===== config.mk =====
export PLATFORM = sky130hd
export DESIGN_NAME = crs_ctrl
export DESIGN_NICKNAME = d
export VERILOG_FILES = /design/src/hdl/crs_pkg.sv /design/src/hdl/crs_ctrl.sv
export SDC_FILE = /design/constraint.sdc
export NUM_CORES = 1
export LEC_CHECK = 0
export ABC_AREA = 0
export BUFFER_PORTS_ARGS = -buffer_cell sky130_fd_sc_hd__buf_4
export CELL_PAD_IN_SITES_DETAIL_PLACEMENT = 1
export CELL_PAD_IN_SITES_GLOBAL_PLACEMENT = 2
export CORE_ASPECT_RATIO = 1.75
export CORE_MARGIN = 2
export CORE_UTILIZATION = 29
export DETAILED_ROUTE_END_ITERATION = 12
export GPL_ROUTABILITY_DRIVEN = 0
export HOLD_SLACK_MARGIN = 0.03
export PLACE_DENSITY_LB_ADDON = 0.1
export SLEW_MARGIN = 0
export SYNTH_ARGS = -nofsm -noshare
export SYNTH_HDL_FRONTEND = slang
export SYNTH_SLANG_ARGS = --single-unit
export TNS_END_PERCENT = 30

===== constraint.sdc =====
create_clock -name clock -period 4.7 [get_ports clock]
set_clock_uncertainty 0.15 [all_clocks]
set_input_delay 0.235 -clock clock [delete_from_list [all_inputs] [get_ports clock]]
set_output_delay 0.235 -clock clock [all_outputs]
set_load 0.02 [all_outputs]

===== src/hdl/crs_pkg.sv =====
// shared types and constants of the corner response overlap suppression block
`timescale 1ns / 1ps

package crs_pkg;

   localparam int MAX_KEYPOINTS = 1024;
   localparam int ADDR_BITS     = $clog2(MAX_KEYPOINTS);
   localparam int CNT_BITS      = ADDR_BITS + 1;
   localparam int COORD_BITS    = 12;
   localparam int RESP_BITS     = 8;
   localparam int DIAM_BITS     = 6;
   localparam int SQ_BITS       = 2 * DIAM_BITS;
   localparam int CSR_IDX_BITS  = 1;
   localparam int CSR_DATA_BITS = 8;

   localparam logic [CSR_IDX_BITS-1:0] CSR_MIN_RESPONSE      = 1'd0;
   localparam logic [CSR_IDX_BITS-1:0] CSR_KEYPOINT_DIAMETER = 1'd1;

   localparam logic [RESP_BITS-1:0] MIN_RESPONSE_RESET      = 8'd100;
   localparam logic [DIAM_BITS-1:0] KEYPOINT_DIAMETER_RESET = 6'd6;

   typedef enum logic [1:0] {
      FUNC_SAMPLE = 2'd0,
      FUNC_READ   = 2'd1,
      FUNC_CLEAR  = 2'd2
   } func_type;

   typedef enum logic [2:0] {
      STATUS_ADDED      = 3'd0,
      STATUS_REPLACED   = 3'd1,
      STATUS_SUPPRESSED = 3'd2,
      STATUS_BELOW      = 3'd3,
      STATUS_FULL       = 3'd4,
      STATUS_DONE       = 3'd5
   } status_type;

   typedef struct packed {
      logic [COORD_BITS-1:0] x;
      logic [COORD_BITS-1:0] y;
      logic [RESP_BITS-1:0]  r;
   } entry_type;

   typedef struct packed {
      logic       walk;
      logic       clear;
      logic       append;
      logic       capture;
      status_type code;
   } cmd_type;

   typedef struct packed {
      logic [1:0] func;
      logic       below;
      logic       hit;
      logic       walk_end;
      logic       overlap;
      logic       full;
   } stat_type;

endpackage


===== src/hdl/crs_ctrl.sv =====
// controller state machine sequencing decode, clear, store walk, append and result
`timescale 1ns / 1ps

module crs_ctrl import crs_pkg::*; (
   input  logic     clock,
   input  logic     reset,
   input  logic     req_valid,
   output logic     req_ready,
   output logic     rsp_valid,
   input  logic     rsp_ready,
   input  stat_type st,
   output cmd_type  cmd
);

   typedef enum logic [2:0] {
      ST_IDLE,
      ST_DECODE,
      ST_CLEAR,
      ST_WALK,
      ST_APPEND,
      ST_FINISH
   } state_type;

   state_type  state_ff;
   logic       ready_ff;
   logic       rsp_valid_ff;
   logic       walk_ff;
   logic       clear_ff;
   logic       append_ff;
   status_type code_ff;
   logic       capture;

   // result register takes a new value once the old one has gone out
   assign capture = (state_ff == ST_FINISH) && (!rsp_valid_ff || rsp_ready);

   always_ff @(posedge clock) begin
      if (reset) begin
         state_ff     <= ST_IDLE;
         ready_ff     <= 1'b1;
         rsp_valid_ff <= 1'b0;
         walk_ff      <= 1'b0;
         clear_ff     <= 1'b0;
         append_ff    <= 1'b0;
         code_ff      <= STATUS_DONE;
      end else begin
         if (capture) begin
            rsp_valid_ff <= 1'b1;
         end else if (rsp_valid_ff && rsp_ready) begin
            rsp_valid_ff <= 1'b0;
         end
         unique case (state_ff)
            ST_IDLE: begin
               if (req_valid) begin
                  ready_ff <= 1'b0;
                  state_ff <= ST_DECODE;
               end
            end
            ST_DECODE: begin
               priority if (st.func == FUNC_SAMPLE && st.below) begin
                  code_ff  <= STATUS_BELOW;
                  state_ff <= ST_FINISH;
               end else if (st.func == FUNC_SAMPLE) begin
                  walk_ff  <= 1'b1;
                  state_ff <= ST_WALK;
               end else if (st.func == FUNC_CLEAR) begin
                  clear_ff <= 1'b1;
                  state_ff <= ST_CLEAR;
               end else begin
                  code_ff  <= STATUS_DONE;
                  state_ff <= ST_FINISH;
               end
            end
            ST_CLEAR: begin
               clear_ff <= 1'b0;
               code_ff  <= STATUS_DONE;
               state_ff <= ST_FINISH;
            end
            ST_WALK: begin
               priority if (st.hit) begin
                  walk_ff  <= 1'b0;
                  code_ff  <= STATUS_REPLACED;
                  state_ff <= ST_FINISH;
               end else if (st.walk_end) begin
                  walk_ff <= 1'b0;
                  priority if (st.overlap) begin
                     code_ff  <= STATUS_SUPPRESSED;
                     state_ff <= ST_FINISH;
                  end else if (st.full) begin
                     code_ff  <= STATUS_FULL;
                     state_ff <= ST_FINISH;
                  end else begin
                     append_ff <= 1'b1;
                     state_ff  <= ST_APPEND;
                  end
               end
            end
            ST_APPEND: begin
               append_ff <= 1'b0;
               code_ff   <= STATUS_ADDED;
               state_ff  <= ST_FINISH;
            end
            ST_FINISH: begin
               if (capture) begin
                  ready_ff <= 1'b1;
                  state_ff <= ST_IDLE;
               end
            end
            default: begin
               state_ff <= ST_IDLE;
            end
         endcase
      end
   end

   assign req_ready   = ready_ff;
   assign rsp_valid   = rsp_valid_ff;
   assign cmd.walk    = walk_ff;
   assign cmd.clear   = clear_ff;
   assign cmd.append  = append_ff;
   assign cmd.capture = capture;
   assign cmd.code    = code_ff;

endmodule


### Word-level counts from Yosys, hierarchy flattened

Index checks and enable logic that the tools add are counted.
W data, S select, Z words.

| cells by class | value |
|---|---|
| eq/ne operators | 20 |
| mux-type cells | 37 |
| reductions and logical operators | 20 |

Operators by type and width:

| operator | number |
|---|---|
| $mux W3 | 14 |
| $ne A2 B2 Y1 const B | 10 |
| $mux W1 | 17 |
| $pmux W3 S5 | 1 |
| $pmux W3 S4 | 1 |
| $reduce_and A5 Y1 | 2 |
| $reduce_bool A2 Y1 | 5 |
| $ne A3 B3 Y1 const B | 3 |
| $pmux W1 S2 | 4 |
| $reduce_and A4 Y1 | 2 |
| $eq A3 B2 Y1 const B | 2 |
| $eq A3 B3 Y1 const B | 2 |
| $reduce_and A3 Y1 | 2 |
| $ne A4 B4 Y1 const B | 1 |
| $reduce_bool A4 Y1 | 1 |
| $eq A3 B1 Y1 const B | 1 |
| $logic_and A1 B1 Y1 | 3 |
| $logic_not A3 Y1 | 1 |
| $eq A2 B2 Y1 const B | 1 |
| $logic_not A2 Y1 | 1 |
| $reduce_or A2 Y1 | 1 |
| $logic_not A1 Y1 | 1 |
| $logic_or A1 B1 Y1 | 1 |

| word-level totals | value |
|---|---|
| bits in registers | 11 |
| output and inout port bits | 9 |
| word-level logic and storage cells | 84 |

### Longest topological paths before layout

Gate-level depths: netlist of the first run.

| depth | value |
|---|---|
| depth after elaboration | 5 |
| gate-level depth with buffers | 6 |
| gate-level depth less buffers | 5 |

### Least setup slack after synthesis of the first run

Ideal clock, no wire load.

| timing | value |
|---|---|
| kind | register -> register |
| start | reg state_ff[1] |
| end | reg code_ff[1] |
| setup time | 0.127 ns |
| data arrival time | 1.206 ns |
| path slack | 3.217 ns |
| stages on the path, launching flop included | 7 |
| path buffers | 1 |
| period minus slack after synthesis | 1.483 ns |
| path through | dfxtp_1 buf_6 nor2b_4 o2bb2ai_2 a211oi_4 mux2i_1 nor2_1 |

| on the way | value |
|---|---|
| longest elaborated chain between the ends | 3 |
| elaborated cells on any way between the ends | 11 |
| those cells by class | eq/ne: 8; mux: 1; reduce/logical: 2 |

Ends and longest elaborated chain:

| item | RTL line | RTL |
|---|---|---|
| start: declaration | crs_ctrl.sv:24 | `state_type state_ff;` |
| start signal: assignment | crs_ctrl.sv:38 | `state_ff <= ST_IDLE;` |
| start signal: assignment | crs_ctrl.sv:55 | `state_ff <= ST_DECODE;` |
| start signal: assignment | crs_ctrl.sv:61 | `state_ff <= ST_FINISH;` |
| $eq A3 B2 Y1, or another cell as far along | crs_ctrl.sv:51 | `unique case (state_ff)` |
| $ne A4 B4 Y1 (no line), or another cell as far along | -- |  |
| $reduce_and A5 Y1 (no line) | -- |  |
| end signal: assignment | crs_ctrl.sv:44 | `code_ff <= STATUS_DONE;` |
| end signal: assignment | crs_ctrl.sv:60 | `code_ff <= STATUS_BELOW;` |
| end signal: assignment | crs_ctrl.sv:69 | `code_ff <= STATUS_DONE;` |
| end: declaration | crs_ctrl.sv:30 | `status_type code_ff;` |

Parallel ways exist; a longest one is shown, timed or not.
A chain may end at the register's enable or synchronous reset.

==> results of run 1 <==
[registers in the layout, summed over array words and instances, names as in the netlist]
| name | cells |
|---|---|
| rsp_valid | 1 |
| walk_ff | 1 |
| code_ff | 3 |
| clear_ff | 1 |
| append_ff | 1 |
| state_ff | 3 |
| req_ready | 1 |
[cell families after synthesis]
logic type             count (synthesis)  synth area share
muxes                                  1            0.0148
DFF                                   11             0.325
buffers and inverters                 11             0.101
AOI/OAI and AO/OA                     24             0.240
and+or+nand+nor                       39             0.319
[layout make-up]
type,count,area (µm²),area share
Tap cell,25,31.3,0.0373
Inverter,3,11.3,0.0134
Multi-Input combinational cell,64,389,0.463
Sequential cell,11,220,0.262
Clock buffer,4,45.0,0.0537
Timing Repair Buffer,19,143,0.170
[worst paths after layout]
path	startpoint	to	slack [ns]
worst max-delay path	state_ff[2]	cmd[3]	2.86
worst min-delay path	reset	rsp_valid	0.11
worst max register to register	state_ff[0]	code_ff[1]	2.91
worst min register to register	code_ff[0]	code_ff[0]	0.31
[power by group through the flow]
stage	Clock, mW	Combinational (mW)	Sequential, mW
global placement	0	0.0727	0.118
finish	0.0985	0.0727	0.116
CTS	0.101	0.0739	0.116
floorplan	0	0.0505	0.116
detailed placement	0	0.0734	0.118
global route	0.106	0.0802	0.118
[cells in the final DEF, fill, tap and decap left out]
cell,Yosys,layout
sky130_fd_sc_hd__a41oi_1,1,1
sky130_fd_sc_hd__buf_4,5,19
sky130_fd_sc_hd__o211ai_1,1,1
sky130_fd_sc_hd__clkbuf_8,0,3
sky130_fd_sc_hd__nor2b_4,1,1
sky130_fd_sc_hd__nor3b_1,1,1
sky130_fd_sc_hd__nand3b_1,1,1
sky130_fd_sc_hd__o2bb2ai_2,1,1
sky130_fd_sc_hd__a21oi_1,9,9
sky130_fd_sc_hd__nand4_1,1,1
sky130_fd_sc_hd__nand3_1,3,3
sky130_fd_sc_hd__inv_1,2,2
sky130_fd_sc_hd__clkbuf_1,1,1
sky130_fd_sc_hd__o21ai_0,2,2
sky130_fd_sc_hd__nor2_1,11,11
sky130_fd_sc_hd__or3_1,2,2
sky130_fd_sc_hd__inv_2,1,1
sky130_fd_sc_hd__nor3_1,2,2
sky130_fd_sc_hd__a31oi_1,1,1
sky130_fd_sc_hd__or2_2,1,1
sky130_fd_sc_hd__mux2i_1,1,1
sky130_fd_sc_hd__a211oi_4,1,1
sky130_fd_sc_hd__a311oi_1,2,2
sky130_fd_sc_hd__nor2b_1,4,4
sky130_fd_sc_hd__nor3_2,1,1
sky130_fd_sc_hd__a211oi_1,1,1
sky130_fd_sc_hd__nand2_1,4,4
sky130_fd_sc_hd__nand2b_1,5,5
sky130_fd_sc_hd__nor4_1,1,1
sky130_fd_sc_hd__or3b_1,1,1
sky130_fd_sc_hd__o21ai_1,5,5
sky130_fd_sc_hd__dfxtp_1,11,11
[metal layers]
metal	global-route usage	routed length, µm	up-vias
met1	0.185	727	309
met2	0.290	1030	14
li1	-	-	331
met3	0.0292	69	4
met5	0	0	-
met4	0.100	50	0
[worst max-delay path: stages (launching register included)]
cell and delay (ns):
sky130_fd_sc_hd__dfxtp_1 0.64, sky130_fd_sc_hd__nand3_1 0.22, sky130_fd_sc_hd__nor2b_1 0.19, sky130_fd_sc_hd__buf_4 0.16
==> results.py, run 1 <==
metrics = {
    "power_and_ir_drop": {
        "cell_internal_pwr_mw": 0.196,
        "ir_worst_vdd_mv": 0.183,
        "overall_power_after_layout_mw": 0.287,
        "leakagePower_nw": 0.329,
        "power.density_cell_area_mw_per_mm2": 342,
        "power.share.combinational": 0.253,
        "sequentialPowerShare": 0.403,
        "switching_share": 0.316,
        "net_switching_power_mw": 0.0907,
        "clock_power_share": 0.343,
    },
    "cells_and_area": {
        "fin_area_um2": 840,
        "antenna_cells_inserted": 0,
        "final_net_count": 113,
        "areaGrowthSynthToFinish_pct": 23.8,
        "utilization": 0.374,
        "final_cell_count_no_fill": 126,
        "layout-drive-gt1-share": 0.277,
        "filler_cell_count": 302,
    },
    "global_routing": {
        "globalRoute.totalOverflow": 0,
        "grt_pass1_vias": 655,
        "globalRouteTotalUtil": 0.171,
        "grt_pass1_wl_um": 3070,
        "largest_net_degree_at_the_start_of_global_routing": 17,
        "grt_antenna_before_repair": 0,
    },
    "route": {
        "dr.pass1.iters": 3,
        "drt_iter0_drc": 8,
        "routedWlPerCell_um": 14.9,
        "postRouteAntennaNets": 0,
        "drc": 0,
        "dr_vias": 658,
        "via_per_inst": 5.22,
        "routed_wl_um": 1880,
    },
    "floorplan": {
        "floorplan.die.width_um": 40.6,
        "design.portCount": 20,
        "dieHeight_um": 68.0,
        "core-area_mm2": 0.00224,
        "floorplan.rows": 23,
        "dieArea_mm2": 0.00276,
        "starting_density_of_the_core": 0.302,
    },
    "synthesis": {
        "ys.warnings.count": 0,
        "synth_fp_nets": 97,
        "synth_seq_cells": 11,
        "synth.top_cell.area_share": 0.325,
        "synthTopCellsByCount": "11 x sky130_fd_sc_hd__dfxtp_1, 11 x sky130_fd_sc_hd__nor2_1, 9 x sky130_fd_sc_hd__a21oi_1",
        "synth_area_leader_cell": "sky130_fd_sc_hd__dfxtp_1",
        "netlist_instances": 86,
        "async_flop_share": 0,
        "synth.cell_area_um2": 678,
        "synthFlopType": "sky130_fd_sc_hd__dfxtp_1",
        "synth.avg_cell_area_um2": 7.89,
        "synth_enable_flop_cells": 0,
        "most_area_consuming_cells_after_synthesis": "sky130_fd_sc_hd__dfxtp_1 32%, sky130_fd_sc_hd__a21oi_1 6.6%, sky130_fd_sc_hd__nor2_1 6.1%, sky130_fd_sc_hd__buf_4 5.5%, sky130_fd_sc_hd__nand2b_1 4.6%",
        "ys_seq_area_frac": 0.325,
        "synth.lib_cells_used.distinct": 33,
    },
    "worst_setup_path": {
        "timing.critical_path.arrival_ns": 1.45,
        "worstSetupStartpointType": "register",
        "worst_setup_path_end_kind": "output pin",
        "crit_path_max_fanout": 16,
        "cp.required_ns": 4.32,
        "timing_worst_setup_path_type": "reg2out",
        "r2r.worst_path.cells": 5,
    },
    "place": {
        "number_of_placed_instances_taps_included": 122,
        "place.detailed.hpwl_um": 1450,
        "dpl_cell_area_um2": 795,
        "worst_slack_at_placement_ns": 2.93,
        "port_buffers": 19,
    },
    "sta": {
        "setup_tns_ns": 0,
        "fin_crit_ns": 1.84,
        "maxSlewHeadroom": 0.657,
        "timing.fmax_mhz": 544,
        "report.final.hold_viol_count": 0,
        "hold_ws_ns": 0.107,
        "finalWorstSetupSlack_ns": 2.86,
        "unrepaired_setup_endpoints_after_global_routing": "false",
        "finalMaxSlewViolations": 0,
        "max_slew.worst_pin.slew_ns": 0.513,
        "finalCritPeriodShare": 0.391,
        "setup-violations-final": 0,
    },
    "cts": {
        "cts-resized-gates": 0,
        "cts_root_buffer": "sky130_fd_sc_hd__clkbuf_8",
        "max-clock-path-buffers": 2,
        "postCtsHoldBufs": 0,
        "cts_tree": "built",
        "tritoncts.num_buffers": 3,
        "cts_sink_cnt": 11,
        "cts.repair_timing.setup_buffer_count": 0,
        "clk_pin_slew_worst_paths_ns": 0.05,
        "cts_max_level": 1,
        "clkLatencyLatePin_ns": 0.24,
    },
    "status": {
        "status": "finished clean",
    },
    "worst_hold_path": {
        "hold_class": "in2reg",
        "hold_path_depth": 2,
    },
    "run": {
        "drv_cap": 0,
    },
}
Power figures use the tool's default switching activity.
==> inputs of run 2 (changes only) <==
CORE_UTILIZATION = 27   (was 29)
clock period = 1.8 ns   (was 4.7 ns; I/O delays follow)
==> run 2 against run 1 <==
Effect of this change: non-clock buffer count grew 7; routed wire length grew 2.1%; utilization shrank 0.57 points; critical path depth grew 1; combinational power grew to 3.1 times the previous value; highest routed layer unchanged.
==> results.py, run 2 (synthesis results as in run 1) <==
metrics = {
    "cells_and_area": {
        "fin_area_um2": 896,
        "final_cell_count_no_fill": 134,
        "final_net_count": 120,
        "final_common_cell": "sky130_fd_sc_hd__buf_4",
        "antenna_cells_inserted": 0,
        "top_library_cells_by_usage_in_the_layout_fill_and_taps_aside": "25 x sky130_fd_sc_hd__buf_4, 11 x sky130_fd_sc_hd__nor2_1, 11 x sky130_fd_sc_hd__dfxtp_1, 9 x sky130_fd_sc_hd__a21oi_1",
        "areaGrowthSynthToFinish_pct": 32.1,
        "top_regs": "code_ff (3), state_ff (3)",
        "layout-drive-gt1-share": 0.315,
    },
    "floorplan": {
        "floorplan.rows": 24,
        "design.portCount": 20,
        "core-area_mm2": 0.00243,
        "dieHeight_um": 70.3,
        "dieArea_mm2": 0.00294,
        "floorplan.die.width_um": 41.9,
        "starting_density_of_the_core": 0.279,
    },
    "worst_setup_path": {
        "timing.critical_path.arrival_ns": 1.42,
        "setup.reg_to_reg.worst_slack_ns": 0.21,
        "worst_setup_path_end_kind": "output pin",
        "timing_worst_setup_path_type": "reg2out",
        "worst_r2r_endpoint": "code_ff[1]",
        "cp.required_ns": 1.56,
        "worstSetupStartpointType": "register",
        "r2r.worst_path.cells": 5,
        "crit_path_max_fanout": 9,
        "r2r_start": "state_ff[1]",
    },
    "cts": {
        "clk_pin_slew_worst_paths_ns": 0.06,
        "clkLatencyLatePin_ns": 0.24,
        "postCtsHoldBufs": 1,
        "cts-resized-gates": 0,
        "cts_tree": "built",
        "cts_root_buffer": "sky130_fd_sc_hd__clkbuf_8",
        "tritoncts.num_buffers": 3,
        "cts_max_level": 1,
        "cts_sink_cnt": 11,
        "cts.repair_timing.setup_buffer_count": 0,
        "max-clock-path-buffers": 2,
    },
    "route": {
        "route.layer.met1.wl_um": 798,
        "routed_wl_um": 1920,
        "via_per_inst": 5.07,
        "drt_iter0_drc": 9,
        "top_signal_layer_used": "met4",
        "dr.pass1.iters": 4,
        "routedWlPerCell_um": 14.3,
        "met3RoutedLength_um": 56,
        "dr_vias": 680,
        "drc": 0,
        "postRouteAntennaNets": 0,
        "wl_met2_um": 1030,
    },
    "worst_hold_path": {
        "hold_path_depth": 5,
        "hold_class": "in2reg",
        "min-delay-start": "req_valid",
        "hold-path-endpoint": "state_ff[0]",
    },
    "sta": {
        "finalMaxSlewViolations": 0,
        "fin_crit_ns": 1.66,
        "finalWorstSetupSlack_ns": 0.144,
        "report.final.hold_viol_count": 0,
        "setup_tns_ns": 0,
        "setup-violations-final": 0,
        "unrepaired_setup_endpoints_after_global_routing": "false",
        "timing.fmax_mhz": 604,
        "maxSlewHeadroom": 0.758,
        "finalCritPeriodShare": 0.920,
        "max_slew.worst_pin.slew_ns": 0.360,
    },
    "place": {
        "place.detailed.hpwl_um": 1570,
        "port_buffers": 19,
        "number_of_placed_instances_taps_included": 129,
        "worst_slack_at_placement_ns": 0.181,
        "dpl_cell_area_um2": 841,
    },
    "status": {
        "status": "finished clean",
    },
    "power_and_ir_drop": {
        "overall_power_after_layout_mw": 0.767,
        "leakagePower_nw": 0.364,
        "power.density_cell_area_mw_per_mm2": 856,
        "ir_worst_vdd_mv": 0.384,
    },
    "global_routing": {
        "largest_net_degree_at_the_start_of_global_routing": 12,
        "globalRouteTotalUtil": 0.145,
        "grt_antenna_before_repair": 0,
        "grt_pass1_vias": 714,
        "globalRoute.totalOverflow": 0,
        "grt_pass1_wl_um": 3250,
    },
    "run": {
        "drv_cap": 0,
    },
}
==> run 2: through the flow <==
stage | hold WS (ns) | util
5_1_grt | 0.0641 | 0.368
3_3_place_gp | 0.220 | 0.346
6_report | 0.0499 | 0.368
2_1_floorplan | 0.0443 | -
4_1_cts | 0.0468 | 0.368
3_5_place_dp | 0.221 | 0.346
==> run 2: worst max-delay path by stage <==
stage,start,to,slack [ns],depth (start not counted)
2_1_floorplan,state_ff[1],code_ff[1],0.32,6
3_3_place_gp,state_ff[1],code_ff[1],0.22,5
3_5_place_dp,state_ff[1],code_ff[1],0.18,5
4_1_cts,state_ff[2],cmd[3],0.13,4
5_1_grt,state_ff[2],cmd[3],0.03,4
6_report,state_ff[2],cmd[3],0.14,4
==> run 2: cell type report <==
cell class,count,area [µm²]
inverters,3,11.3
flip-flops and latches,11,220
clock buffers,4,45.0
fillers,310,1540
well taps,26,32.5
multi-input cells,64,389
repair buffers,26,198
==> run 2: critical path, stage by stage (launching register included) <==
cell and delay, ns:
sky130_fd_sc_hd__dfxtp_1 0.49, sky130_fd_sc_hd__buf_4 0.23, sky130_fd_sc_hd__nand3_1 0.12, sky130_fd_sc_hd__nor2b_1 0.17, sky130_fd_sc_hd__buf_4 0.16
==> run 2: metal layers <==
metal | GRT usage | vias up
li1 | - | 345
met1 | 0.156 | 316
met2 | 0.262 | 15
met3 | 0.0233 | 4
met4 | 0.0753 | 0
met5 | 0 | -
==> run 2: power by group <==
part,internal [mW],leakage (nW),total (mW),switching [mW]
logic,0.107,0.251,0.225,0.118
registers,0.267,0.0901,0.288,0.0213
clock network,0.156,0.0228,0.254,0.0983
==> inputs of run 3 (changes only) <==
ABC_AREA = 1   (was 0)
CORE_UTILIZATION = 24   (was 27)
==> run 3 against run 2 <==
Effect of this change: routed wire length rose by 3.3%; cell area fell by 1.8%; largest cell class unchanged; register-to-register slack improved by 0.09 ns; utilization fell by 4.1 points; via count rose by 13%; highest routed layer unchanged; worst setup slack improved by 0.15 ns; hold slack got worse by 0.023 ns; maximum frequency rose by 10%; critical path type is now reg2reg.
==> results.py, run 3 <==
metrics = {
    "status": {
        "status": "finished clean",
    },
    "route": {
        "dr_vias": 765,
        "routed_wl_um": 1980,
        "via_per_inst": 4.84,
        "routedWlPerCell_um": 12.5,
        "postRouteAntennaNets": 0,
        "drc": 0,
        "drt_iter0_drc": 7,
        "dr.pass1.iters": 2,
    },
    "floorplan": {
        "floorplan.die.width_um": 44.2,
        "core-area_mm2": 0.00269,
        "dieHeight_um": 74.3,
        "floorplan.rows": 25,
        "starting_density_of_the_core": 0.252,
        "dieArea_mm2": 0.00328,
        "design.portCount": 20,
    },
    "global_routing": {
        "grt_antenna_before_repair": 0,
        "grt_pass1_vias": 765,
        "grt_pass1_wl_um": 3290,
        "globalRoute.totalOverflow": 0,
        "largest_net_degree_at_the_start_of_global_routing": 10,
        "globalRouteTotalUtil": 0.139,
    },
    "cells_and_area": {
        "regArea_um2": 220,
        "fin_area_um2": 880,
        "top_library_cells_by_usage_in_the_layout_fill_and_taps_aside": "26 x sky130_fd_sc_hd__nand2_1, 19 x sky130_fd_sc_hd__nor2_1, 19 x sky130_fd_sc_hd__buf_4, 16 x sky130_fd_sc_hd__inv_1",
        "antenna_cells_inserted": 0,
        "top_regs": "code_ff (3), state_ff (3)",
        "final_common_cell": "sky130_fd_sc_hd__nand2_1",
        "area_of_the_multi_input_gates_um2": 368,
        "areaGrowthSynthToFinish_pct": 29.7,
        "filler_cell_count": 368,
        "layout-drive-gt1-share": 0.198,
        "final_cell_count_no_fill": 158,
        "final_net_count": 143,
        "utilization": 0.327,
    },
    "synthesis": {
        "ys.warnings.count": 0,
        "synth_seq_cells": 11,
        "synth.avg_cell_area_um2": 6.11,
        "synth_area_leader_cell": "sky130_fd_sc_hd__dfxtp_1",
        "netlist_instances": 111,
        "synth_fp_nets": 122,
        "most_area_consuming_cells_after_synthesis": "sky130_fd_sc_hd__dfxtp_1 32%, sky130_fd_sc_hd__nand2_1 14%, sky130_fd_sc_hd__nor2_1 11%, sky130_fd_sc_hd__inv_1 8.9%, sky130_fd_sc_hd__a21oi_1 8.1%",
        "async_flop_share": 0,
        "synth_enable_flop_cells": 0,
        "synthFlopType": "sky130_fd_sc_hd__dfxtp_1",
        "synthTopCellsByCount": "26 x sky130_fd_sc_hd__nand2_1, 19 x sky130_fd_sc_hd__nor2_1, 16 x sky130_fd_sc_hd__inv_1",
        "ys_seq_area_frac": 0.325,
        "synth.most_common_cell": "sky130_fd_sc_hd__nand2_1",
        "synth.lib_cells_used.distinct": 14,
        "synth.top_cell.area_share": 0.325,
        "synth.cell_area_um2": 678,
    },
    "place": {
        "dpl_cell_area_um2": 825,
        "port_buffers": 19,
        "number_of_placed_instances_taps_included": 153,
        "worst_slack_at_placement_ns": 0.301,
        "place.detailed.hpwl_um": 1640,
    },
    "sta": {
        "unrepaired_setup_endpoints_after_global_routing": "false",
        "finalMaxSlewViolations": 0,
        "setup_tns_ns": 0,
        "hold_ws_ns": 0.0273,
        "finalCritPeriodShare": 0.836,
        "timing.fmax_mhz": 665,
        "report.final.hold_viol_count": 0,
        "finalWorstSetupSlack_ns": 0.295,
        "setup-violations-final": 0,
        "max_slew.worst_pin.slew_ns": 0.257,
        "fin_crit_ns": 1.50,
        "maxSlewHeadroom": 0.828,
    },
    "power_and_ir_drop": {
        "sequentialPowerShare": 0.374,
        "ir_worst_vdd_mv": 0.439,
        "switching_share": 0.329,
        "power.density_cell_area_mw_per_mm2": 879,
        "clock_power_share": 0.339,
        "overall_power_after_layout_mw": 0.773,
        "power.share.combinational": 0.286,
        "leakagePower_nw": 0.454,
        "net_switching_power_mw": 0.254,
        "cell_internal_pwr_mw": 0.519,
    },
    "run": {
        "drv_cap": 0,
    },
    "worst_setup_path": {
        "critical_path.n_buffers_inverters": 1,
        "cp.required_ns": 1.78,
        "worst_setup_path_end_kind": "register",
        "r2r.worst_path.cells": 5,
        "worst_path_max_delay_cell": "sky130_fd_sc_hd__dfxtp_1",
        "crit_path_max_fanout": 9,
        "r2r_start": "state_ff[2]",
        "critical_path.top_delay_family": "simple AND/OR/NAND/NOR gates",
        "worst_r2r_endpoint": "code_ff[0]",
        "setup.reg_to_reg.worst_slack_ns": 0.30,
        "timing_worst_setup_path_type": "reg2reg",
        "crit_path_cell_trace": "inv_1, nand3_2, o21ai_0, nand3b_1, nand3_1",
        "largest_stage_delay_on_the_critical_path_ns": 0.32,
        "worstSetupStartpointType": "register",
        "timing.critical_path.arrival_ns": 1.49,
    },
    "worst_hold_path": {
        "hold_path_depth": 4,
        "min-delay-start": "rsp_ready",
        "hold_class": "in2reg",
        "hold-path-endpoint": "rsp_valid",
    },
    "cts": {
        "cts_sink_cnt": 11,
        "cts.repair_timing.setup_buffer_count": 0,
        "clkLatencyLatePin_ns": 0.24,
        "cts_tree": "built",
        "max-clock-path-buffers": 2,
        "cts_max_level": 1,
        "cts-resized-gates": 0,
        "tritoncts.num_buffers": 3,
        "postCtsHoldBufs": 1,
        "clk_pin_slew_worst_paths_ns": 0.05,
        "cts_root_buffer": "sky130_fd_sc_hd__clkbuf_8",
    },
}
[run 3: cell count changes in the layout (fill, tap and decap cells not counted), moves of 4 or more]
cell | before | now
sky130_fd_sc_hd__buf_4 | 25 | 19
sky130_fd_sc_hd__nand2b_1 | 5 | 0
sky130_fd_sc_hd__nor2b_1 | 4 | 0
sky130_fd_sc_hd__nand2_1 | 4 | 26
sky130_fd_sc_hd__o21ai_0 | 2 | 6
sky130_fd_sc_hd__inv_1 | 2 | 16
sky130_fd_sc_hd__o21ai_1 | 5 | 0
sky130_fd_sc_hd__nor2_1 | 11 | 19
sky130_fd_sc_hd__nand3_1 | 3 | 10
[run 3: power groups by stage]
stage	clock, mW	combinational (mW)	sequential (mW)
floorplan	0	0.125	0.313
global placement	0	0.222	0.295
detailed placement	0	0.223	0.295
CTS	0.271	0.226	0.290
global route	0.279	0.255	0.293
finish	0.262	0.221	0.290
[run 3: final cells by class]
type	instances	area share
multi-input combinational	80	0.418
sequential	11	0.250
timing repair buffer	20	0.174
inverter	16	0.0683
clock buffer	4	0.0512
tap	27	0.0384
[run 3: worst register-to-register path, delay by kind of cell (launching register included)]
| family | cells | cell delay [ns] |
|---|---|---|
| AOI/OAI and AO/OA | 1 | 0.29 |
| buffers and inverters | 1 | 0.17 |
| DFF | 1 | 0.32 |
| and+or+nand+nor | 3 | 0.46 |
[run 3: worst max-delay path by stage]
| stage | startpoint | endpoint | slack (ns) | depth (start not counted) |
|---|---|---|---|---|
| 6_report | state_ff[2] | code_ff[0] | 0.30 | 5 |
| 5_1_grt | state_ff[2] | code_ff[1] | 0.14 | 8 |
| 4_1_cts | state_ff[2] | code_ff[1] | 0.28 | 8 |
| 3_5_place_dp | state_ff[2] | code_ff[1] | 0.30 | 8 |
| 3_3_place_gp | state_ff[2] | code_ff[0] | 0.27 | 5 |
| 2_1_floorplan | state_ff[2] | code_ff[1] | 0.52 | 8 |
[run 3: cell families (layout without fill, tap and decap cells)]
family | count (synthesis) | in the layout | share of synthesized area
compound gates | 17 | 17 | 0.125
simple gates | 63 | 63 | 0.417
flops | 11 | 11 | 0.325
buf+inv | 20 | 40 | 0.133
[run 3: layer usage]
| metal | vias up | GRT usage | wire [µm] |
|---|---|---|---|
| met5 | - | 0 | 0 |
| met4 | 0 | 0.0808 | 46 |
| met3 | 4 | 0.0218 | 57 |
| met2 | 13 | 0.263 | 1170 |
| met1 | 360 | 0.135 | 707 |
| li1 | 388 | - | - |
